[config.mk]
export PLATFORM = sky130hd
export DESIGN_NAME = twss_fifo
export DESIGN_NICKNAME = d
export VERILOG_FILES = /design/src/sv/twss_pkg.sv /design/src/sv/twss_fifo.sv
export SDC_FILE = /design/constraint.sdc
export NUM_CORES = 1
export LEC_CHECK = 0
export BUFFER_PORTS_ARGS = -buffer_cell sky130_fd_sc_hd__buf_4
export CORE_ASPECT_RATIO = 0.6
export CORE_MARGIN = 3
export CORE_UTILIZATION = 35
export DETAILED_ROUTE_END_ITERATION = 12
export GPL_TIMING_DRIVEN = 0
export HOLD_SLACK_MARGIN = 0.06
export PLACE_DENSITY = 0.63
export SKIP_LAST_GASP = 1
export SLEW_MARGIN = 20
export SYNTH_ARGS = -nofsm -noshare
export SYNTH_HDL_FRONTEND = slang
export SYNTH_SLANG_ARGS = --single-unit
[constraint.sdc]
create_clock -name clk_i -period 2 [get_ports clk_i]
set_input_delay 0 -clock clk_i [delete_from_list [all_inputs] [get_ports clk_i]]
set_output_delay 0 -clock clk_i [all_outputs]
set_load 0.1 [all_outputs]
[src/sv/twss_pkg.sv]
// shared types and constants of the temporal window sum subsample unit
`default_nettype none

package twss_pkg;

  // field widths of the ports
  localparam int FUNC_W     = 2;
  localparam int CH_W       = 6;
  localparam int DATA_W     = 16;
  localparam int FRAME_W    = 16;
  localparam int WLEN_W     = 5;
  localparam int STRIDE_W   = 8;
  localparam int CIU_W      = 7;
  localparam int CFG_IDX_W  = 2;
  localparam int CFG_DATA_W = 8;

  // arithmetic
  localparam int GAIN_SHIFT = 12;
  localparam int ACC_W      = 32;
  localparam int SUM_W      = ACC_W + 1;
  localparam int PROD_W     = SUM_W + DATA_W;
  localparam int SHIFT_W    = PROD_W - GAIN_SHIFT;
  localparam int VAL_W      = SHIFT_W + 1;

  localparam logic signed [DATA_W-1:0] VAL_MAX = {1'b0, {(DATA_W-1){1'b1}}};
  localparam logic signed [DATA_W-1:0] VAL_MIN = {1'b1, {(DATA_W-1){1'b0}}};

  // command queue between front and back
  localparam int CMD_Q_DEPTH = 4;

  typedef enum logic [FUNC_W-1:0] {
    FUNC_SAMPLE  = 2'd0,
    FUNC_GAIN    = 2'd1,
    FUNC_OFFSET  = 2'd2,
    FUNC_RESTART = 2'd3
  } func_e;

  localparam logic [CFG_IDX_W-1:0] CFG_WINDOW_LEN = 2'd0;
  localparam logic [CFG_IDX_W-1:0] CFG_STRIDE     = 2'd1;
  localparam logic [CFG_IDX_W-1:0] CFG_CHANNELS   = 2'd2;

  typedef struct packed {
    func_e                     op;
    logic [CH_W-1:0]           ch;
    logic signed [DATA_W-1:0]  data;
    logic [WLEN_W-1:0]         slot;
    logic                      do_sub;
    logic                      emit;
    logic                      last;
    logic [FRAME_W-1:0]        frame;
  } twss_cmd_t;

endpackage

`default_nettype wire

[src/sv/twss_fifo.sv]
// short command queue between the front and the back
`default_nettype none

module twss_fifo
  import twss_pkg::*;
#(
  parameter int DEPTH = 4
) (
  input  wire logic      clk_i,
  input  wire logic      rst_ni,
  input  wire logic      push_i,
  input  wire twss_cmd_t cmd_i,
  output logic           full_o,
  input  wire logic      pop_i,
  output logic           valid_o,
  output twss_cmd_t      cmd_o
);

  localparam int PW = (DEPTH > 1) ? $clog2(DEPTH) : 1;
  localparam int CW = $clog2(DEPTH + 1);

  twss_cmd_t        mem_q [DEPTH];
  logic [PW-1:0]    wptr_q, wptr_d, rptr_q, rptr_d;
  logic [CW-1:0]    cnt_q, cnt_d;

  always_comb begin
    wptr_d = wptr_q;
    rptr_d = rptr_q;
    cnt_d  = cnt_q;
    if (push_i) begin
      wptr_d = (wptr_q == PW'(DEPTH - 1)) ? '0 : wptr_q + PW'(1);
    end
    if (pop_i) begin
      rptr_d = (rptr_q == PW'(DEPTH - 1)) ? '0 : rptr_q + PW'(1);
    end
    if (push_i && !pop_i) begin
      cnt_d = cnt_q + CW'(1);
    end else if (pop_i && !push_i) begin
      cnt_d = cnt_q - CW'(1);
    end
  end

  always_ff @(posedge clk_i or negedge rst_ni) begin
    if (!rst_ni) begin
      wptr_q <= '0;
      rptr_q <= '0;
      cnt_q  <= '0;
    end else begin
      wptr_q <= wptr_d;
      rptr_q <= rptr_d;
      cnt_q  <= cnt_d;
    end
  end

  always_ff @(posedge clk_i) begin
    if (push_i) begin
      mem_q[wptr_q] <= cmd_i;
    end
  end

  assign full_o  = (cnt_q == CW'(DEPTH));
  assign valid_o = (cnt_q != '0);
  assign cmd_o   = mem_q[rptr_q];

endmodule

`default_nettype wire

==> Yosys cells after proc, flatten, opt, wreduce, memory -nomap -nowiden <==
Memory sizes are Yosys's and may differ from the RTL's.
Cells that the tools add are included.
{ "classes": {"reduce_logical": 6, "add_sub_neg": 4, "n_mux": 6, "eq_ne": 3} }
{ "op_table": {"columns": ["cell", "n"], "rows": [
  ["$mux W3", 2],
  ["$add A2 B1 Y2 const B", 2],
  ["$eq A2 B2 Y1 const B", 2],
  ["$mux W2", 2],
  ["$add A3 B1 Y3 const B", 1],
  ["$eq A3 B3 Y1 const B", 1],
  ["$reduce_bool A3 Y1", 1],
  ["$sub A3 B1 Y3 const B", 1],
  ["$logic_and A1 B1 Y1", 2],
  ["$logic_not A1 Y1", 2],
  ["$mux W1", 2],
  ["$reduce_bool A2 Y1", 1]
]} }
{ "word_totals": {"out_inout_bits": 50, "regBits": 7, "elab_cells": 23, "mem_bits_rw": 192, "mem_count": 1} }
{ "mem_list": {"columns": ["name", "words", "word_bits", "rd", "rd_ports_with_merged_regs", "write_ports", "line_no", "rtl"], "rows": [
  ["mem_q", 4, 48, 1, 0, 1, "twss_fifo.sv:22", "twss_cmd_t mem_q [DEPTH];"]
]} }

==> Depth between registers and ports, before layout <==
{ "depth": {"ltp_word": 4, "depth_mapped": 7} }

==> Worst setup path after synthesis <==
OpenSTA, ideal clock, no wires.
{ "synth_path": {"kind": "flip-flop to output port", "from": "reg cnt_q[0]", "to": "out full_o", "path_stages_with_launch": 2, "slack_ns": -0.647, "arrival_time_ns": 2.647, "path_buffers": 0, "cell_sequence": "dfrtp_1 -> nor3b_1"} }
{ "synth_via": {"elab_chain_len": 1} }
{ "synth_lines": {"columns": ["element", "line_no", "rtl"], "rows": [
  ["start: declaration", "twss_fifo.sv:24", "logic [CW-1:0] cnt_q, cnt_d;"],
  ["start signal: assignment", "twss_fifo.sv:51", "cnt_q <= cnt_d;"],
  ["$eq A3 B3 Y1", "twss_fifo.sv:61", "assign full_o = (cnt_q == CW'(DEPTH));"],
  ["end: declaration", "twss_fifo.sv:13", "output logic full_o,"]
]} }
Every way passes these cells.

==> metrics.csv <==
metric;value;unit
status;complete, no violations;
kind of end point of the critical path;primary output;
setup ws final;0.0659;ns
initial antenna violation count;0;
clk buf depth;2;
TritonCTS clock tree;done;
Mapped Nets;347;
FILL cells;1659;
Die X;194;um
Cell variety after synth;19;
Core Region;20400;um2
DIE HEIGHT;119;um
pre-CTS setup slack;0.195;ns
RSZ-0062 raised after global routing;yes;
vias in the first global route;3764;
max-cap violations;0;
Max Clk Rate;517;MHz
number of DRC markers in iteration 0;194;
Mapped Cells;288;
largest net degree at the start of global routing;49;
# IOs;102;
Placer Congestion;0.704;
ranking of synthesized cells by area;edfxtp_1 78%, mux4_2 15%, dfrtp_1 2.4%;
Slew HR;0.458;
CTS clk-pin slew, worst paths;0.07;ns
Setup Skew;0.00897;ns
Register Area;5940;um2
Area growth, synth to finish;31.7;%
final setup TNS;0;ns
Worst Tran Pin Value;0.813;ns
fin crit period;1.93;ns
Setup-failing EPs final;0;
critical path fanouts, max;10;
fin. max-slew vios;0;
hpwl dp;8.19;mm
Final Core Density;0.478;
WL per Instance;18.9;um
drt pass-1 iters;6;
H-tree depth;4;
ANT cells;0;
arrival time worst endpoint;1.93;ns
startpoint types;flop;
vias per cell;4.68;
total number of vias;3494;
routed wire length;14.1;mm
Final Hold Viols;0;
Detail Route Antenna Nets;0;
register area share after synthesis;0.803;
Num CTS Buffers;17;
global-route wire length before repair;22.0;mm
cell area after synthesis;7400;um2
Yosys top cell by area;edfxtp_1;
gr usage total;0.128;
multi-input logic area;1320;um2
Overflow after GRT;0;
Synth top area share;0.779;
row count;40;
area of the die;23000;um2
Root Driver;clkbuf_16;
Hold/Removal Path Class;primary input to flop;
Req. time, crit path;2.00;ns
Initial Util;0.363;
CP Class;flop to primary output;
fin crit share;0.967;
drt drc;0;
fin nets;519;
port bufs;101;
synth warn;0;
flops & latches, synth;199;
share of cells above drive strength 1;0.423;
clock sinks;199;
Avg Cell Area, Syn;25.7;um2
worst skew pair latency;0.44;ns
==> metal layers <==
layer  vias to the layer above  part of all wire  GRT usage
met5                         -                 0          0
met4                         0             0.014     0.0447
met3                        15             0.049     0.0379
met2                        83              0.48      0.201
met1                      1830              0.45      0.171
li1                       1566                 -          -
==> logic make-up after synthesis <==
| logic type | share of synthesized area |
|---|---|
| adder cells (fa/ha/maj) | 0.0129 |
| buffers and inverters | 0.0208 |
| AND/OR/NAND/NOR | 0.00778 |
| multiplexers | 0.151 |
| XOR/XNOR | 0.00355 |
| flip-flops | 0.803 |
| AO/OA/AOI/OAI | 0.00135 |
==> placed cells by master, fill, tap and decap left out, types with 4 or more instances in the layout <==
cell type,instances
buf_6,33
dfrtp_1,6
clkbuf_16,17
inv_6,4
inv_1,4
edfxtp_1,192
and2_4,4
ha_1,6
buf_4,69
dlygate4sd3_1,52
buf_12,5
mux4_2,48
==> flip-flops by register name (all words and copies together) (netlist names) <==
name    count
mem_q     192
cnt_q       3
wptr_q      2
rptr_q      2
==> worst max-delay path, stage by stage, from the launching register on <==
cell and delay, ns:
dfrtp_1 0.38, buf_6 0.18, buf_12 0.17, mux4_2 0.56, buf_8 0.20
==> cell usage after synthesis, drive strengths merged <==
cell	number
edfxtp	192
mux4	48
buf	11
dfrtp	7
ha	6
and2	4
inv	4
mux2	3
nor2	3
nand2	2
o21ai	2
xor2	2
fa	1
nor3b	1
or3	1
xnor2	1
==> repair_timing <==
action | CTS | global route
gates resized for setup | 6 | 32
setup buffers | 0 | 0
hold buffers | 52 | 0
setup endpoints to repair | 13 | 33
endpoints found under the hold margin | 204 | 0
==> per-stage QoR <==
stage               cell area (um2)  cells  hold WS, ns
floorplan                      7410    288       -0.296
global placement               8510    662       -0.185
detailed placement             8510    662       -0.183
CTS                            9630    746        0.278
global route                   9750    746        0.296
finish                         9750    746        0.302
==> path summary, 6_finish.rpt <==
path                       slack (ns)  cells after the start      endpoint      start
hold / removal                   0.30                      2  mem_q[0][15]  cmd_i[15]
setup reg to reg                 0.18                      3   mem_q[0][7]  wptr_q[0]
hold reg to reg                  0.49                      1      cnt_q[2]   cnt_q[2]
max in group asynchronous        1.19                      3     rptr_q[1]     rst_ni
min in group asynchronous        0.54                      3      cnt_q[2]     rst_ni
setup / recovery                 0.07                      4     cmd_o[17]  rptr_q[0]
==> area by class of cell <==
type                            instances  share of cell area
Tap cell                              273              0.0350
Multi-Input combinational cell         74               0.135
Clock inverter                         14              0.0148
Inverter                                4             0.00154
Buffer                                 11              0.0145
Sequential cell                       199               0.610
Timing Repair Buffer                  153               0.145
Clock buffer                           18              0.0440
Power is not shown: default switching activity piles up to over one toggle a cycle in this logic, so the estimate is an artifact.
