<file path="config.mk">
export PLATFORM = sky130hd
export DESIGN_NAME = twss_front
export DESIGN_NICKNAME = d
export VERILOG_FILES = /design/src/sv/twss_pkg.sv /design/src/sv/twss_front.sv
export SDC_FILE = /design/constraint.sdc
export NUM_CORES = 1
export LEC_CHECK = 0
export ABC_CLOCK_PERIOD_IN_PS = 4550
export BUFFER_PORTS_ARGS = -buffer_cell sky130_fd_sc_hd__buf_2
export CORE_ASPECT_RATIO = 1.75
export CORE_MARGIN = 2
export CORE_UTILIZATION = 45
export CTS_BUF_LIST = sky130_fd_sc_hd__clkbuf_2 sky130_fd_sc_hd__clkbuf_4 sky130_fd_sc_hd__clkbuf_8
export DETAILED_ROUTE_END_ITERATION = 16
export PLACE_DENSITY = 0.68
export SETUP_SLACK_MARGIN = 0.2
export SLEW_MARGIN = 0
export SYNTH_ARGS = -nofsm -noshare
export SYNTH_HDL_FRONTEND = slang
export SYNTH_SLANG_ARGS = --single-unit
export TNS_END_PERCENT = 100
</file>
<file path="constraint.sdc">
create_clock -name clk_i -period 4.55 [get_ports clk_i]
set_input_delay 0.2275 -clock clk_i [delete_from_list [all_inputs] [get_ports clk_i]]
set_output_delay 0.2275 -clock clk_i [all_outputs]
set_load 0.01 [all_outputs]
</file>
<file path="src/sv/twss_pkg.sv">
// shared types and constants of the temporal window sum subsample unit
`default_nettype none

package twss_pkg;

  // field widths of the ports
  localparam int FUNC_W     = 2;
  localparam int CH_W       = 6;
  localparam int DATA_W     = 16;
  localparam int FRAME_W    = 16;
  localparam int WLEN_W     = 5;
  localparam int STRIDE_W   = 8;
  localparam int CIU_W      = 7;
  localparam int CFG_IDX_W  = 2;
  localparam int CFG_DATA_W = 8;

  // arithmetic
  localparam int GAIN_SHIFT = 12;
  localparam int ACC_W      = 32;
  localparam int SUM_W      = ACC_W + 1;
  localparam int PROD_W     = SUM_W + DATA_W;
  localparam int SHIFT_W    = PROD_W - GAIN_SHIFT;
  localparam int VAL_W      = SHIFT_W + 1;

  localparam logic signed [DATA_W-1:0] VAL_MAX = {1'b0, {(DATA_W-1){1'b1}}};
  localparam logic signed [DATA_W-1:0] VAL_MIN = {1'b1, {(DATA_W-1){1'b0}}};

  // command queue between front and back
  localparam int CMD_Q_DEPTH = 4;

  typedef enum logic [FUNC_W-1:0] {
    FUNC_SAMPLE  = 2'd0,
    FUNC_GAIN    = 2'd1,
    FUNC_OFFSET  = 2'd2,
    FUNC_RESTART = 2'd3
  } func_e;

  localparam logic [CFG_IDX_W-1:0] CFG_WINDOW_LEN = 2'd0;
  localparam logic [CFG_IDX_W-1:0] CFG_STRIDE     = 2'd1;
  localparam logic [CFG_IDX_W-1:0] CFG_CHANNELS   = 2'd2;

  typedef struct packed {
    func_e                     op;
    logic [CH_W-1:0]           ch;
    logic signed [DATA_W-1:0]  data;
    logic [WLEN_W-1:0]         slot;
    logic                      do_sub;
    logic                      emit;
    logic                      last;
    logic [FRAME_W-1:0]        frame;
  } twss_cmd_t;

endpackage

`default_nettype wire

</file>
<file path="src/sv/twss_front.sv">
// front end: accepts beats and config writes, keeps the frame counters
`default_nettype none

module twss_front
  import twss_pkg::*;
#(
  parameter int MAX_CHANNELS = 64,
  parameter int MAX_WINDOW   = 16
) (
  input  wire logic                   clk_i,
  input  wire logic                   rst_ni,
  input  wire logic                   in_valid_i,
  output logic                        in_ready_o,
  input  wire logic [FUNC_W-1:0]      func_i,
  input  wire logic [CH_W-1:0]        channel_i,
  input  wire logic signed [DATA_W-1:0] data_value_i,
  input  wire logic                   cfg_valid_i,
  output logic                        cfg_ready_o,
  input  wire logic [CFG_IDX_W-1:0]   cfg_index_i,
  input  wire logic [CFG_DATA_W-1:0]  cfg_value_i,
  input  wire logic                   q_full_i,
  output logic                        q_push_o,
  output twss_cmd_t                   q_cmd_o
);

  localparam int WLEN_MAXV = (1 << WLEN_W) - 1;
  localparam int CIU_MAXV  = (1 << CIU_W) - 1;
  localparam logic [WLEN_W-1:0] WIN_CAP =
    WLEN_W'((MAX_WINDOW > WLEN_MAXV) ? WLEN_MAXV : MAX_WINDOW);
  localparam logic [CIU_W-1:0] CH_CAP =
    CIU_W'((MAX_CHANNELS > CIU_MAXV) ? CIU_MAXV : MAX_CHANNELS);

  logic [WLEN_W-1:0]   window_len_q, window_len_d;
  logic [STRIDE_W-1:0] stride_q, stride_d;
  logic [CIU_W-1:0]    ciu_q, ciu_d;
  logic [WLEN_W-1:0]   frames_seen_q, frames_seen_d;
  logic [STRIDE_W-1:0] stride_phase_q, stride_phase_d;
  logic [WLEN_W-1:0]   slot_q, slot_d;
  logic [FRAME_W-1:0]  frame_cnt_q, frame_cnt_d;

  logic                cfg_acc, in_acc;
  func_e               op;
  logic                restart;
  logic                ch_in_use, ch_is_last, full_now, emit;
  logic [WLEN_W:0]     fs_inc, slot_inc;
  logic [STRIDE_W:0]   ph_inc;
  logic [WLEN_W-1:0]   wv;
  logic [STRIDE_W-1:0] sv;
  logic [CIU_W-1:0]    cv;

  assign cfg_ready_o = !q_full_i;
  assign in_ready_o  = !q_full_i && !cfg_valid_i;
  assign cfg_acc     = cfg_valid_i && cfg_ready_o;
  assign in_acc      = in_valid_i && in_ready_o;
  assign op          = func_e'(func_i);

  assign ch_in_use  = {1'b0, channel_i} < ciu_q;
  assign ch_is_last = {1'b0, channel_i} == (ciu_q - CIU_W'(1));
  assign fs_inc     = {1'b0, frames_seen_q} + (WLEN_W+1)'(1);
  assign slot_inc   = {1'b0, slot_q} + (WLEN_W+1)'(1);
  assign ph_inc     = {1'b0, stride_phase_q} + (STRIDE_W+1)'(1);
  assign full_now   = fs_inc >= {1'b0, window_len_q};
  assign emit       = full_now && (stride_phase_q == '0);

  always_comb begin
    window_len_d   = window_len_q;
    stride_d       = stride_q;
    ciu_d          = ciu_q;
    frames_seen_d  = frames_seen_q;
    stride_phase_d = stride_phase_q;
    slot_d         = slot_q;
    frame_cnt_d    = frame_cnt_q;
    restart        = 1'b0;
    q_push_o       = 1'b0;
    wv             = cfg_value_i[WLEN_W-1:0];
    sv             = cfg_value_i[STRIDE_W-1:0];
    cv             = cfg_value_i[CIU_W-1:0];

    q_cmd_o        = '0;
    q_cmd_o.op     = op;
    q_cmd_o.ch     = channel_i;
    q_cmd_o.data   = data_value_i;
    q_cmd_o.slot   = slot_q;
    q_cmd_o.do_sub = frames_seen_q >= window_len_q;
    q_cmd_o.emit   = emit;
    q_cmd_o.last   = ch_is_last;
    q_cmd_o.frame  = frame_cnt_q;

    if (wv == '0) begin
      wv = WLEN_W'(1);
    end
    if (wv > WIN_CAP) begin
      wv = WIN_CAP;
    end
    if (sv == '0) begin
      sv = STRIDE_W'(1);
    end
    if (cv == '0) begin
      cv = CIU_W'(1);
    end
    if (cv > CH_CAP) begin
      cv = CH_CAP;
    end

    if (cfg_acc) begin
      case (cfg_index_i)
        CFG_WINDOW_LEN: begin
          window_len_d = wv;
          restart      = 1'b1;
        end
        CFG_STRIDE: begin
          stride_d = sv;
          restart  = 1'b1;
        end
        CFG_CHANNELS: begin
          ciu_d   = cv;
          restart = 1'b1;
        end
        default: ;
      endcase
    end else if (in_acc) begin
      case (op)
        FUNC_SAMPLE: begin
          if (ch_in_use) begin
            q_push_o = 1'b1;
            if (ch_is_last) begin
              if (full_now) begin
                if (emit) begin
                  frame_cnt_d = frame_cnt_q + FRAME_W'(1);
                end
                stride_phase_d = (ph_inc >= {1'b0, stride_q}) ? '0 : ph_inc[STRIDE_W-1:0];
              end
              if (frames_seen_q < window_len_q) begin
                frames_seen_d = fs_inc[WLEN_W-1:0];
              end
              slot_d = (slot_inc >= {1'b0, window_len_q}) ? '0 : slot_inc[WLEN_W-1:0];
            end
          end
        end
        FUNC_GAIN, FUNC_OFFSET: begin
          q_push_o = {1'b0, channel_i} < CH_CAP;
        end
        FUNC_RESTART: begin
          restart = 1'b1;
        end
        default: ;
      endcase
    end

    // restart travels down the queue so the back clears its sums in order
    if (restart) begin
      frames_seen_d  = '0;
      stride_phase_d = '0;
      slot_d         = '0;
      frame_cnt_d    = '0;
      q_push_o       = 1'b1;
      q_cmd_o.op     = FUNC_RESTART;
    end
  end

  always_ff @(posedge clk_i or negedge rst_ni) begin
    if (!rst_ni) begin
      window_len_q   <= WLEN_W'(2);
      stride_q       <= STRIDE_W'(2);
      ciu_q          <= CIU_W'(1);
      frames_seen_q  <= '0;
      stride_phase_q <= '0;
      slot_q         <= '0;
      frame_cnt_q    <= '0;
    end else begin
      window_len_q   <= window_len_d;
      stride_q       <= stride_d;
      ciu_q          <= ciu_d;
      frames_seen_q  <= frames_seen_d;
      stride_phase_q <= stride_phase_d;
      slot_q         <= slot_d;
      frame_cnt_q    <= frame_cnt_d;
    end
  end

endmodule

`default_nettype wire

</file>
======== After elaboration in Yosys (flattened, before gate mapping) ========
Cells that the tools add are included.
cells by class
  add/sub/neg operators ................... 5
  magnitude comparators ................... 8
  eq/ne operators ......................... 7
  multiplexer cells ....................... 45
  reduce and logical (&&, ||, !) cells .... 28
operators by type and width
  operator                                          number
  2-to-1 mux 16 bit                                 8
  2-to-1 mux 5 bit                                  16
  2-to-1 mux 8 bit                                  9
  adder 16 x 1 -> 16 bit, second input constant     1
  zero test 8 bit                                   2
  2-to-1 mux 7 bit                                  2
  nonzero test 2 bit                                7
  adder 5 x 1 -> 6 bit, second input constant       2
  >= comparator 6 x 5 -> 1 bit                      2
  AND reduction 6 bit                               2
  adder 8 x 1 -> 9 bit, second input constant       1
  >= comparator 9 x 8 -> 1 bit                      1
  2-to-1 mux 1 bit                                  8
  equality test 6 x 7 -> 1 bit                      1
  > comparator 7 bit, second input constant         1
  zero test 7 bit                                   1
  < comparator 6 x 7 -> 1 bit                       1
  AND reduction 7 bit                               1
  subtractor 7 x 1 -> 7 bit, second input constant  1
  equality test 2 bit, second input constant        3
  AND reduction 2 bit                               3
  >= comparator 5 bit                               1
  > comparator 5 bit, second input constant         1
  zero test 5 bit                                   1
  other kinds (11)                                  17
word-level totals
  flip-flop bits (word level) ............. 54
  output and inout port bits .............. 51

======== Depth between registers and ports, before layout ========
Gate-level depths: netlist (run 1).
  word-level depth ........................ 11
  depth in mapped cells ................... 12
  mapped depth without buffers ............ 12

======== Worst setup path before layout (run 1) ========
No wires, ideal clock.
  path kind ............................... register to register
  start point ............................. register stride_phase_q[0]
  end point ............................... register stride_phase_q[5]
  arrival ................................. 2,636 ps
  slack ................................... 1,832 ps
  cell stages (with the launch flop) ...... 13
  path buffers ............................ 0
  clock period less this slack ............ 2,718 ps
  cells stage by stage .................... dfrtp_1 ha_1 nand3_1 or3_1 nand2_1 ha_1 o21a_1 o22ai_1 o31ai_1 a21oi_1 nand2_1 o22a_1 o22ai_1
on the way
  longest elaborated chain between the ends .. 10
ends and longest elaborated chain
  what                          RTL line           text
  start: declaration            twss_front.sv:37   logic [STRIDE_W-1:0] stride_phase_q, stride_phase_d;
  start signal: assignment      twss_front.sv:175  stride_phase_q <= stride_phase_d;
  adder 8 x 1 -> 9 bit *        twss_front.sv:61   assign ph_inc = {1'b0, stride_phase_q} + (STRIDE_W+1)'(1);
  >= comparator 9 x 8 -> 1 bit  twss_front.sv:131  stride_phase_d = (ph_inc >= {1'b0, stride_q}) ? '0 : ph_inc[STRIDE_W-1:0];
  2-to-1 mux 8 bit *            twss_front.sv:131
  2-to-1 mux 8 bit *            twss_front.sv:127  if (full_now) begin
  2-to-1 mux 8 bit *            twss_front.sv:126  if (ch_is_last) begin
  2-to-1 mux 8 bit *            twss_front.sv:124  if (ch_in_use) begin
  2-to-1 mux 8 bit *            twss_front.sv:122  case (op)
  2-to-1 mux 8 bit *            twss_front.sv:121  end else if (in_acc) begin
  2-to-1 mux 8 bit *            twss_front.sv:105  if (cfg_acc) begin
  2-to-1 mux 8 bit *            twss_front.sv:151  if (restart) begin
Mark *: on every way between the ends. The rest lies on a longest branch, timed or not. The select of a mux whose other input is x is not followed.
A chain may end at the register's enable or synchronous reset.

======== Worst setup path after layout (run 1) ========
  start point ............................. register ciu_q[0]
  end point ............................... register frame_cnt_q[5]
on the way
  longest elaborated chain between the ends .. 4
  elaborated cells between the ends (all ways) .. 6
ends and longest elaborated chain
  what                             RTL line           text
  start: declaration               twss_front.sv:35   logic [CIU_W-1:0] ciu_q, ciu_d;
  start signal: assignment         twss_front.sv:173  ciu_q <= ciu_d;
  subtractor 7 x 1 -> 7 bit        twss_front.sv:58   assign ch_is_last = {1'b0, channel_i} == (ciu_q - CIU_W'(1));
  equality test 6 x 7 -> 1 bit     twss_front.sv:58
  nonzero test 2 bit (no line)     n/a
  AND reduction 7 bit (no line) *  n/a
  end signal: assignment           twss_front.sv:177  frame_cnt_q <= frame_cnt_d;
  end: declaration                 twss_front.sv:39   logic [FRAME_W-1:0] frame_cnt_q, frame_cnt_d;
Mark *: on every way between the ends. The rest lies on a longest branch, timed or not.

==> results of run 1 <==
## power by group
| part | leakage [µW] | switching, µW | internal [µW] |
|---|---|---|---|
| Clock | 0.0000472 | 163 | 123 |
| Sequential | 0.000720 | 31.7 | 516 |
| Combinational | 0.00130 | 170 | 115 |
| Total | 0.00207 | 365 | 753 |
## Yosys cell counts, types with 3 or more instances
| master | n | area (µm²) |
|---|---|---|
| nor2_1 | 24 | 90.1 |
| nand4_1 | 4 | 25.0 |
| nand3_1 | 18 | 90.1 |
| dfrtp_1 | 51 | 1280 |
| dfstp_2 | 3 | 78.8 |
| nor4_1 | 4 | 25.0 |
| a21oi_1 | 32 | 160 |
| o21ai_0 | 30 | 150 |
| o31ai_1 | 12 | 90.1 |
| or3_1 | 3 | 18.8 |
| a31oi_1 | 3 | 18.8 |
| clkbuf_1 | 8 | 30.0 |
| a21bo_2 | 4 | 40.0 |
| buf_4 | 25 | 188 |
| xnor2_1 | 16 | 140 |
| nand2_1 | 51 | 191 |
| a21o_1 | 4 | 30.0 |
| and3_1 | 5 | 31.3 |
| ha_1 | 38 | 475 |
| nor3_1 | 3 | 15.0 |
| nand2b_1 | 12 | 75.1 |
| xor2_1 | 4 | 35.0 |
| nand3b_1 | 3 | 22.5 |
| inv_1 | 38 | 143 |
| or4_1 | 9 | 67.6 |
| o22ai_1 | 4 | 25.0 |
| buf_6 | 4 | 45.0 |
| nor3_2 | 3 | 30.0 |
| o21a_1 | 4 | 30.0 |
| or2_1 | 3 | 18.8 |
## worst max-delay path, stage by stage (launching register included)
cell and delay [ps]:
dfstp_2 590, inv_1 50, ha_1 210, nor3b_2 190, or4_4 440, o311ai_2 100, o221ai_2 340, or2_1 520
or4_1 580, a21oi_1 160
## flip-flops by register name (all words and copies together), names as in the netlist
name / cells
frames_seen_q: 5
slot_q: 5
stride_phase_q: 8
window_len_q: 5
ciu_q: 7
frame_cnt_q: 16
stride_q: 8
## through the flow
step                utilization  std cells  instance area, µm²  setup WS (ps)  power, µW
floorplan                     -        462                4040           1830        773
detailed placement        0.486        602                4250           1290        844
CTS                       0.497        610                4340           1290       1130
global placement          0.486        602                4250           1450        834
global route              0.497        610                4340           1120       1190
finish                    0.497        610                4340           1310       1120
## logic make-up after synthesis
kind of cell	after synthesis
flops	54
buf+inv	76
xor+xnor	20
mux	2
fa+ha+maj	38
compound gates	112
simple gates	160
## final cells by class
class	count	area [µm²]
fill	849	4390
multi-input combinational	332	2290
sequential	54	1360
clock inverter	2	12.5
clock buffer	6	82.6
inverter	39	146
tap	117	146
timing repair buffer	60	308
## worst min path at each step
| stage | end | slack [ps] |
|---|---|---|
| after global placement | stride_phase_q[5]$_DFFE_PN0P_ | 410 |
| after CTS | stride_phase_q[5]$_DFFE_PN0P_ | 60 |
| final | stride_phase_q[4]$_DFFE_PN0P_ | 20 |
| after detailed placement | stride_phase_q[5]$_DFFE_PN0P_ | 410 |
| after global routing | stride_phase_q[5]$_DFFE_PN0P_ | 80 |
| after floorplan | ciu_q[1]$_DFFE_PN0P_ | -70 |
## routing by layer
layer / vias to the layer above / part of all wire
li1: 1671 / -
met1: 1635 / 0.40
met2: 80 / 0.54
met3: 23 / 0.035
met4: 0 / 0.032
met5: - / 0
==> results.yml, run 1 <==
routing:
  wl_um: 9380
  vias: 3409
  drt-pass1-iter-count: 4
  drt-wirelength-per-cell_um: 15.4
  routed_via_density: 5.59
  drc: 0
  ant_nets: 0
  drt_iter0_drc: 130
clock_tree:
  cts_buffers: 5
  clkTransAtPathRegs_ps: 100
  tritoncts: "done"
  ctsHoldBuffers: 0
  cts_sinks: 54
  cts_buffer_depth: 2
  post_cts_buffers: 0
  htree_levels: 2
  cts-root-buf: "clkbuf_8"
  worst_skew_pair.late_latency_ps: 320
  cts_resized: 0
logic_synthesis:
  synthSimpleGateAreaFrac: 0.220
  synth_cell_types: 62
  synth_flop_cell: "dfrtp_1"
  yosys_register_bits: 54
  ys_seq_area_frac: 0.335
  synthAdderAreaFrac: 0.118
  synth_top_family_by_area: "simple AND/OR/NAND/NOR gates"
  synth_edf_count: 0
  synth-compound-area-share: 0.177
  syn_nets: 539
  netlist_area_mm2: 0.00404
  yosysWarnings: 0
  syn_area_per_cell_um2: 8.75
  synth_cells: 462
  synthMuxAreaShare: 0.00557
  synth_xor_area_frac: 0.0433
  async_flop_share: 1.00
cells_and_area:
  antenna_cells_inserted: 0
  nNetsFinal: 569
  final_layout_size_suffix_gt1_frac: 0.191
  layout_commonest_cell: "buf_2"
  most-common-layout-cells: "buf_2 (57), nand2_1 (51), dfrtp_1 (51), inv_1 (38), ha_1 (38)"
  areaGrowthSynthToFinish_pct: 7.33
global_routing:
  use_met2: 0.374
  grt-busiest-layer: "met2"
  track_usage: 0.203
  grt_util_met3: 0.0264
  met1_usage: 0.226
  grt_pass1_wl_um: 15500
  grt_start_max_net_pins: 55
  antenna_found_initial: 0
  grt_pass1_vias: 3386
  gr-total-overflow: 0
timing:
  finalSetupViolCount: 0
  hold_viol: 0
  slew_headroom: 0.349
  timing.final.crit_period_ps: 3240
  rsz0062_at_grt: "false"
  timing.hold.ws_ps: 18.3
  fin_tns_setup_ps: 0
  finalCritPeriodShare: 0.712
  worst_pin_slew_ps: 975
  skew_ps: 5.59
  fmax_mhz: 309
  slew_viol_final: 0
critical_path:
  worstReg2RegEnd: "frame_cnt_q[5]$_DFFE_PN0P_"
  worst_ep_required_time_ps: 4800
  crit_fanout: 19
  cp-end-kind: "flop"
  worstSetupEndpoint: "frame_cnt_q[5]$_DFFE_PN0P_"
  critical_path_class: "reg2reg"
  cp-startpoint: "ciu_q[0]$_DFFE_PN1P_"
  rrSetupSlack_ps: 1310
  cp.arrival_ps: 3490
  r2r_start: "ciu_q[0]$_DFFE_PN1P_"
  cp-start-kind: "flop"
  reg2reg_depth: 9
floorplan:
  die_h_um: 129
  die_w_um: 75.7
  dieArea_mm2: 0.00979
  initial_utilization: 0.463
  rows: 45
  core_area_mm2: 0.00873
  ios: 90
placed_design:
  portBuffers: 57
  dpl.hpwl_um: 7320
  routabilityCongestion: 0.872
power_and_ir_drop:
  p_leak_uw: 0.00207
  cellPowerDensity_mw_per_mm2: 258
  max-vdd-ir-drop_mv: 0.196
hold_path:
  min_path_type: "in2async"
job:
  max-cap-violations: 0
outcome:
  status: "finished clean"
Power figures use the tool's default switching activity.
==> inputs of run 2 (changes only) <==
--- a/config.mk
+++ b/config.mk
@@ -5,14 +5,14 @@
 export SDC_FILE = /design/constraint.sdc
 export NUM_CORES = 1
 export LEC_CHECK = 0
-export ABC_CLOCK_PERIOD_IN_PS = 4550
+export ABC_CLOCK_PERIOD_IN_PS = 2700
 export BUFFER_PORTS_ARGS = -buffer_cell sky130_fd_sc_hd__buf_2
 export CORE_ASPECT_RATIO = 1.75
 export CORE_MARGIN = 2
 export CORE_UTILIZATION = 45
 export CTS_BUF_LIST = sky130_fd_sc_hd__clkbuf_2 sky130_fd_sc_hd__clkbuf_4 sky130_fd_sc_hd__clkbuf_8
 export DETAILED_ROUTE_END_ITERATION = 16
-export PLACE_DENSITY = 0.68
+export PLACE_DENSITY = 0.71
 export SETUP_SLACK_MARGIN = 0.2
 export SLEW_MARGIN = 0
 export SYNTH_ARGS = -nofsm -noshare
==> constraint.sdc (replaced) <==
create_clock -name clk_i -period 2.7 [get_ports clk_i]
set_input_delay 0.135 -clock clk_i [delete_from_list [all_inputs] [get_ports clk_i]]
set_output_delay 0.135 -clock clk_i [all_outputs]
set_load 0.01 [all_outputs]
==> run 2 against run 1 <==
Against the previous run: critical path depth unchanged; cell area increased by 17%; final cell count increased by 7.5%; die area unchanged; via count increased by 6.4%; utilization increased by 8.7 points; largest cell class unchanged; worst setup slack got worse by 1300 ps; hold slack improved by 36 ps; routed wire length increased by 10%; global-route usage increased by 1.1 points; highest routed layer unchanged; register-to-register slack got worse by 1300 ps.
==> results.yml, run 2 (synthesis results as in run 1) <==
outcome:
  status: "finished clean"
clock_tree:
  htree_levels: 2
  cts_sinks: 54
  cts_buffer_depth: 2
  tritoncts: "done"
  cts-root-buf: "clkbuf_8"
  clkTransAtPathRegs_ps: 110
  cts_buffers: 5
  worst_skew_pair.late_latency_ps: 330
cells_and_area:
  reg.largest.list: "frame_cnt_q (16), stride_phase_q (8), stride_q (8)"
  antenna_cells_inserted: 0
  areaGrowthSynthToFinish_pct: 26.0
  final_core_util: 0.584
  top_register: "frame_cnt_q"
  most-common-layout-cells: "buf_2 (58), nand2_1 (48), dfrtp_1 (44), buf_4 (39), inv_1 (36)"
  fillers: 760
  layout_commonest_cell: "buf_2"
  final_layout_size_suffix_gt1_frac: 0.358
  nNetsFinal: 615
  largest_reg_flops: 16
floorplan:
  die_w_um: 75.7
  die_h_um: 129
  rows: 45
  ios: 90
  core_area_mm2: 0.00873
  initial_utilization: 0.463
  dieArea_mm2: 0.00979
routing:
  drc: 0
  drt-pass1-iter-count: 4
  highest_layer: "met4"
  wl_um: 10300
  drt_iter0_drc: 152
  routed_via_density: 5.53
  wl_met2_um: 5700
  vias: 3628
  wl_met1_um: 4000
  route.met3.wl_um: 352
  ant_nets: 0
  drt-wirelength-per-cell_um: 15.7
timing:
  hold_viol: 0
  slew_headroom: 0.516
  timing.final.crit_period_ps: 2640
  fin_ws_ps: 59.4
  finalCritPeriodShare: 0.978
  finalSetupViolCount: 0
  fin_tns_setup_ps: 0
  rsz0062_at_grt: "true"
  worst_pin_slew_ps: 726
  skew_ps: 11.2
  slew_viol_final: 0
  fmax_mhz: 379
global_routing:
  antenna_found_initial: 0
  grt_start_max_net_pins: 55
  gr-total-overflow: 0
  grt_pass1_vias: 3574
  track_usage: 0.214
  grt_pass1_wl_um: 16300
hold_path:
  holdPathEnd: "stride_q[7]$_DFFE_PN0P_"
  hold_path_depth: 3
  min_path_type: "in2reg"
  hp-start: "cfg_value_i[7]"
placed_design:
  routabilityCongestion: 0.908
  dpl.hpwl_um: 7350
  dp_worst_setup_slack_ps: -49.4
  portBuffers: 57
critical_path:
  critical_path_class: "reg2reg"
  reg2reg_depth: 9
  rrSetupSlack_ps: 60
  r2r_start: "ciu_q[0]$_DFFE_PN1P_"
  worst_ep_required_time_ps: 2970
  cp.arrival_ps: 2910
  crit_fanout: 8
  worstReg2RegEnd: "frame_cnt_q[9]$_DFFE_PN0P_"
  cp-start-kind: "flop"
  cp-end-kind: "flop"
job:
  max-cap-violations: 0
power_and_ir_drop:
  max-vdd-ir-drop_mv: 0.302
  p_leak_uw: 0.00239
  cellPowerDensity_mw_per_mm2: 420
## run 2: cell types whose count changed in the layout (fill, tap and decap cells not counted), sizes merged
| cell | previous run | this run |
|---|---|---|
| dlygate4sd3 | 0 | 1 |
| clkinvlp | 1 | 0 |
| inv | 39 | 40 |
| bufinv | 0 | 1 |
| or2 | 3 | 4 |
| buf | 60 | 104 |
| clkbuf | 6 | 5 |
## run 2: worst max path at each step
stage / start / to / slack, ps / cells after the start
floorplan: ciu_q[0]$_DFFE_PN1P_ / frame_cnt_q[11]$_DFFE_PN0P_ / 90 / 10
global placement: ciu_q[0]$_DFFE_PN1P_ / frame_cnt_q[13]$_DFFE_PN0P_ / 20 / 10
detailed placement: ciu_q[0]$_DFFE_PN1P_ / frame_cnt_q[9]$_DFFE_PN0P_ / -50 / 9
CTS: ciu_q[0]$_DFFE_PN1P_ / frame_cnt_q[9]$_DFFE_PN0P_ / 80 / 9
global route: ciu_q[1]$_DFFE_PN0P_ / frame_cnt_q[9]$_DFFE_PN0P_ / -20 / 8
finish: ciu_q[0]$_DFFE_PN1P_ / frame_cnt_q[9]$_DFFE_PN0P_ / 60 / 9
## run 2: metrics by stage
step	hold slack, ps	std cells	cell area (µm²)	power, µW
global route	78.3	656	5100	2260
CTS	40.1	645	4770	2090
detailed placement	270	625	4470	1490
finish	54.4	656	5100	2140
global placement	270	625	4470	1470
floorplan	-161	462	4090	1320
## run 2: timing repair
action                     4_1_cts  5_1_grt
pin swaps                       10       32
cloned                           0        3
resized for setup               20       55
hold endpoints to repair        51        0
setup endpoints to repair       32       37
hold buffers                     1        0
buffers inserted                11        8
## run 2: cell type report
cell class / count / area [µm²] / share of cell area
clock buffer: 5 / 68.8 / 0.0135
timing repair buffer: 105 / 676 / 0.133
multi-input combinational: 333 / 2650 / 0.520
sequential: 54 / 1360 / 0.268
clock inverter: 3 / 43.8 / 0.00859
inverter: 39 / 146 / 0.0287
tap: 117 / 146 / 0.0287
## run 2: critical path, stage by stage (launching register included)
cell	delay (ps)
dfstp_2	550
inv_2	40
ha_4	150
nor3b_4	150
or4_4	430
o311ai_4	90
o221ai_4	170
or2_4	340
or4_4	530
a21oi_2	130
## run 2: per-layer routing
layer | GRT usage | up-vias
li1 | - | 1764
met2 | 0.401 | 84
met4 | 0.0877 | 0
met3 | 0.0311 | 19
met5 | 0 | -
met1 | 0.230 | 1761
## run 2: power by group
group | switching (µW) | total [µW] | internal [µW]
clock | 287 | 565 | 278
combinational | 359 | 652 | 293
sequential | 49.7 | 920 | 871
total | 696 | 2140 | 1440
==> inputs of run 3 (changes only) <==
--- a/config.mk
+++ b/config.mk
@@ -6,13 +6,13 @@
 export NUM_CORES = 1
 export LEC_CHECK = 0
 export ABC_CLOCK_PERIOD_IN_PS = 2700
-export BUFFER_PORTS_ARGS = -buffer_cell sky130_fd_sc_hd__buf_2
 export CORE_ASPECT_RATIO = 1.75
 export CORE_MARGIN = 2
 export CORE_UTILIZATION = 45
 export CTS_BUF_LIST = sky130_fd_sc_hd__clkbuf_2 sky130_fd_sc_hd__clkbuf_4 sky130_fd_sc_hd__clkbuf_8
 export DETAILED_ROUTE_END_ITERATION = 16
-export PLACE_DENSITY = 0.71
+export DONT_BUFFER_PORTS = 1
+export PLACE_DENSITY = 0.62
 export SETUP_SLACK_MARGIN = 0.2
 export SLEW_MARGIN = 0
 export SYNTH_ARGS = -nofsm -noshare
==> run 3 against run 2 <==
Against the previous run: cell area shrank 1.8%; largest power group unchanged; worst setup slack lost 25 ps; highest routed layer unchanged; maximum frequency shrank 0.95%.
==> results.yml, run 3 (synthesis results as in run 1) <==
outcome:
  status: "finished clean"
job:
  max-cap-violations: 0
clock_tree:
  cts_buffer_depth: 2
  worst_skew_pair.late_latency_ps: 320
  htree_levels: 2
  cts_sinks: 54
  cts_buffers: 5
  tritoncts: "done"
  clkTransAtPathRegs_ps: 100
  cts-root-buf: "clkbuf_8"
power_and_ir_drop:
  switching_power_uw: 704
  p_leak_uw: 0.00218
  max-vdd-ir-drop_mv: 0.221
  internal_power_uw: 1360
  clkPwrFrac: 0.224
  cellPowerDensity_mw_per_mm2: 412
  pwr-share-seq: 0.445
  switching_share: 0.341
  combinationalPowerShare: 0.332
critical_path:
  cp.arrival_ps: 2920
  crit_buf_inv: 1
  crit_fanout: 8
  cp-end-kind: "flop"
  crit_path_max_incr_delay_ps: 550
  path_delay_family: "simple AND/OR/NAND/NOR gates"
  worst_ep_required_time_ps: 2950
  crit_slowest_cell: "dfstp_2"
  crit_chain: "inv_2, ha_4, nor3b_4, or4_4, o311ai_4, o221ai_4, or2_4, or4_1, a21oi_1"
  cp-start-kind: "flop"
  critical_path_class: "reg2reg"
cells_and_area:
  most-common-layout-cells: "nand2_1 (47), dfrtp_1 (47), inv_1 (34), ha_1 (34), buf_4 (32)"
  final_layout_size_suffix_gt1_frac: 0.305
  reg.largest.list: "frame_cnt_q (16), stride_phase_q (8), stride_q (8)"
  fillers: 781
  top_register: "frame_cnt_q"
  multi_input_area_mm2: 0.00272
  nNetsFinal: 567
  regArea_mm2: 0.00136
  antenna_cells_inserted: 0
  areaGrowthSynthToFinish_pct: 23.8
  largest_reg_flops: 16
timing:
  timing.hold.ws_ps: 70.2
  worst_pin_slew_ps: 891
  fmax_mhz: 375
  slew_headroom: 0.406
  hold_viol: 0
  skew_ps: 13.9
  rsz0062_at_grt: "true"
  finalSetupViolCount: 0
  timing.final.crit_period_ps: 2670
  fin_ws_ps: 34.2
  finalCritPeriodShare: 0.987
  slew_viol_final: 0
placed_design:
  portBuffers: 0
  dp_worst_setup_slack_ps: -98.6
  dpl.hpwl_um: 7550
  routabilityCongestion: 0.829
routing:
  drt-wirelength-per-cell_um: 17.8
  ant_nets: 0
  wl_um: 10800
  vias: 3528
  routed_via_density: 5.80
  drc: 0
  drt_iter0_drc: 116
  drt-pass1-iter-count: 4
floorplan:
  initial_utilization: 0.463
  ios: 90
  die_h_um: 129
  dieArea_mm2: 0.00979
  core_area_mm2: 0.00873
  rows: 45
  die_w_um: 75.7
global_routing:
  gr-total-overflow: 0
  track_usage: 0.221
  grt_pass1_wl_um: 16600
  grt_start_max_net_pins: 55
  grt_pass1_vias: 3514
  antenna_found_initial: 0
hold_path:
  min_path_type: "in2reg"
==> run 3: cell type report <==
cell class / instances / share of cell area
sequential: 54 / 0.272
tap: 117 / 0.0292
clock inverter: 3 / 0.00425
timing repair buffer: 56 / 0.107
inverter: 39 / 0.0308
clock buffer: 5 / 0.0138
multi-input combinational: 334 / 0.543
==> run 3: worst min-delay path, delay by kind of cell <==
family	cells	cell delay [ps]
AND/OR/NAND/NOR	1	20
AO/OA/AOI/OAI	2	200
==> run 3: metal layers <==
metal | vias to the layer above | track usage | wire, µm
met3 | 18 | 0.0412 | 434
li1 | 1677 | - | -
met5 | - | 0 | 0
met1 | 1740 | 0.221 | 3890
met2 | 93 | 0.430 | 6200
met4 | 0 | 0.0815 | 292
==> run 3: path summary, 6_finish.rpt <==
path	slack [ps]	endpoint	cells after the start	start
hold / removal	70	stride_q[0]$_DFFE_PN0P_	3	cfg_value_i[7]
setup / recovery	30	frame_cnt_q[9]$_DFFE_PN0P_	9	ciu_q[0]$_DFFE_PN1P_
hold reg to reg	480	window_len_q[1]$_DFFE_PN1P_	2	window_len_q[1]$_DFFE_PN1P_
setup reg to reg	30	frame_cnt_q[9]$_DFFE_PN0P_	9	ciu_q[0]$_DFFE_PN1P_
min in group asynchronous	320	stride_phase_q[5]$_DFFE_PN0P_	2	rst_ni
max in group asynchronous	2080	window_len_q[1]$_DFFE_PN1P_	2	rst_ni
==> run 3: power groups by stage <==
stage               combinational [µW]  clock [µW]  sequential [µW]
floorplan                          406           0              918
global placement                   483           0              929
detailed placement                 499           0              931
CTS                                608         483              915
global route                       749         505              926
finish                             683         462              916
==> run 3: through the flow <==
step	std cells	total power, µW	cell area, µm²	TNS [ps]	util
after floorplan	462	1320	4090	0	-
after CTS	597	2010	4650	0	0.533
after global placement	570	1410	4210	-63.9	0.482
after detailed placement	570	1430	4210	-749	0.482
final	608	2060	5000	0	0.573
after global routing	608	2180	5000	-190	0.573
==> run 3: what timing repair did <==
item / in CTS / in global routing
pin swaps: 12 / 42
setup endpoints to repair: 30 / 37
gates resized for setup: 36 / 70
hold buffers: 11 / 0
setup buffers: 6 / 10
hold endpoints to repair: 74 / 0
gates cloned: 2 / 1
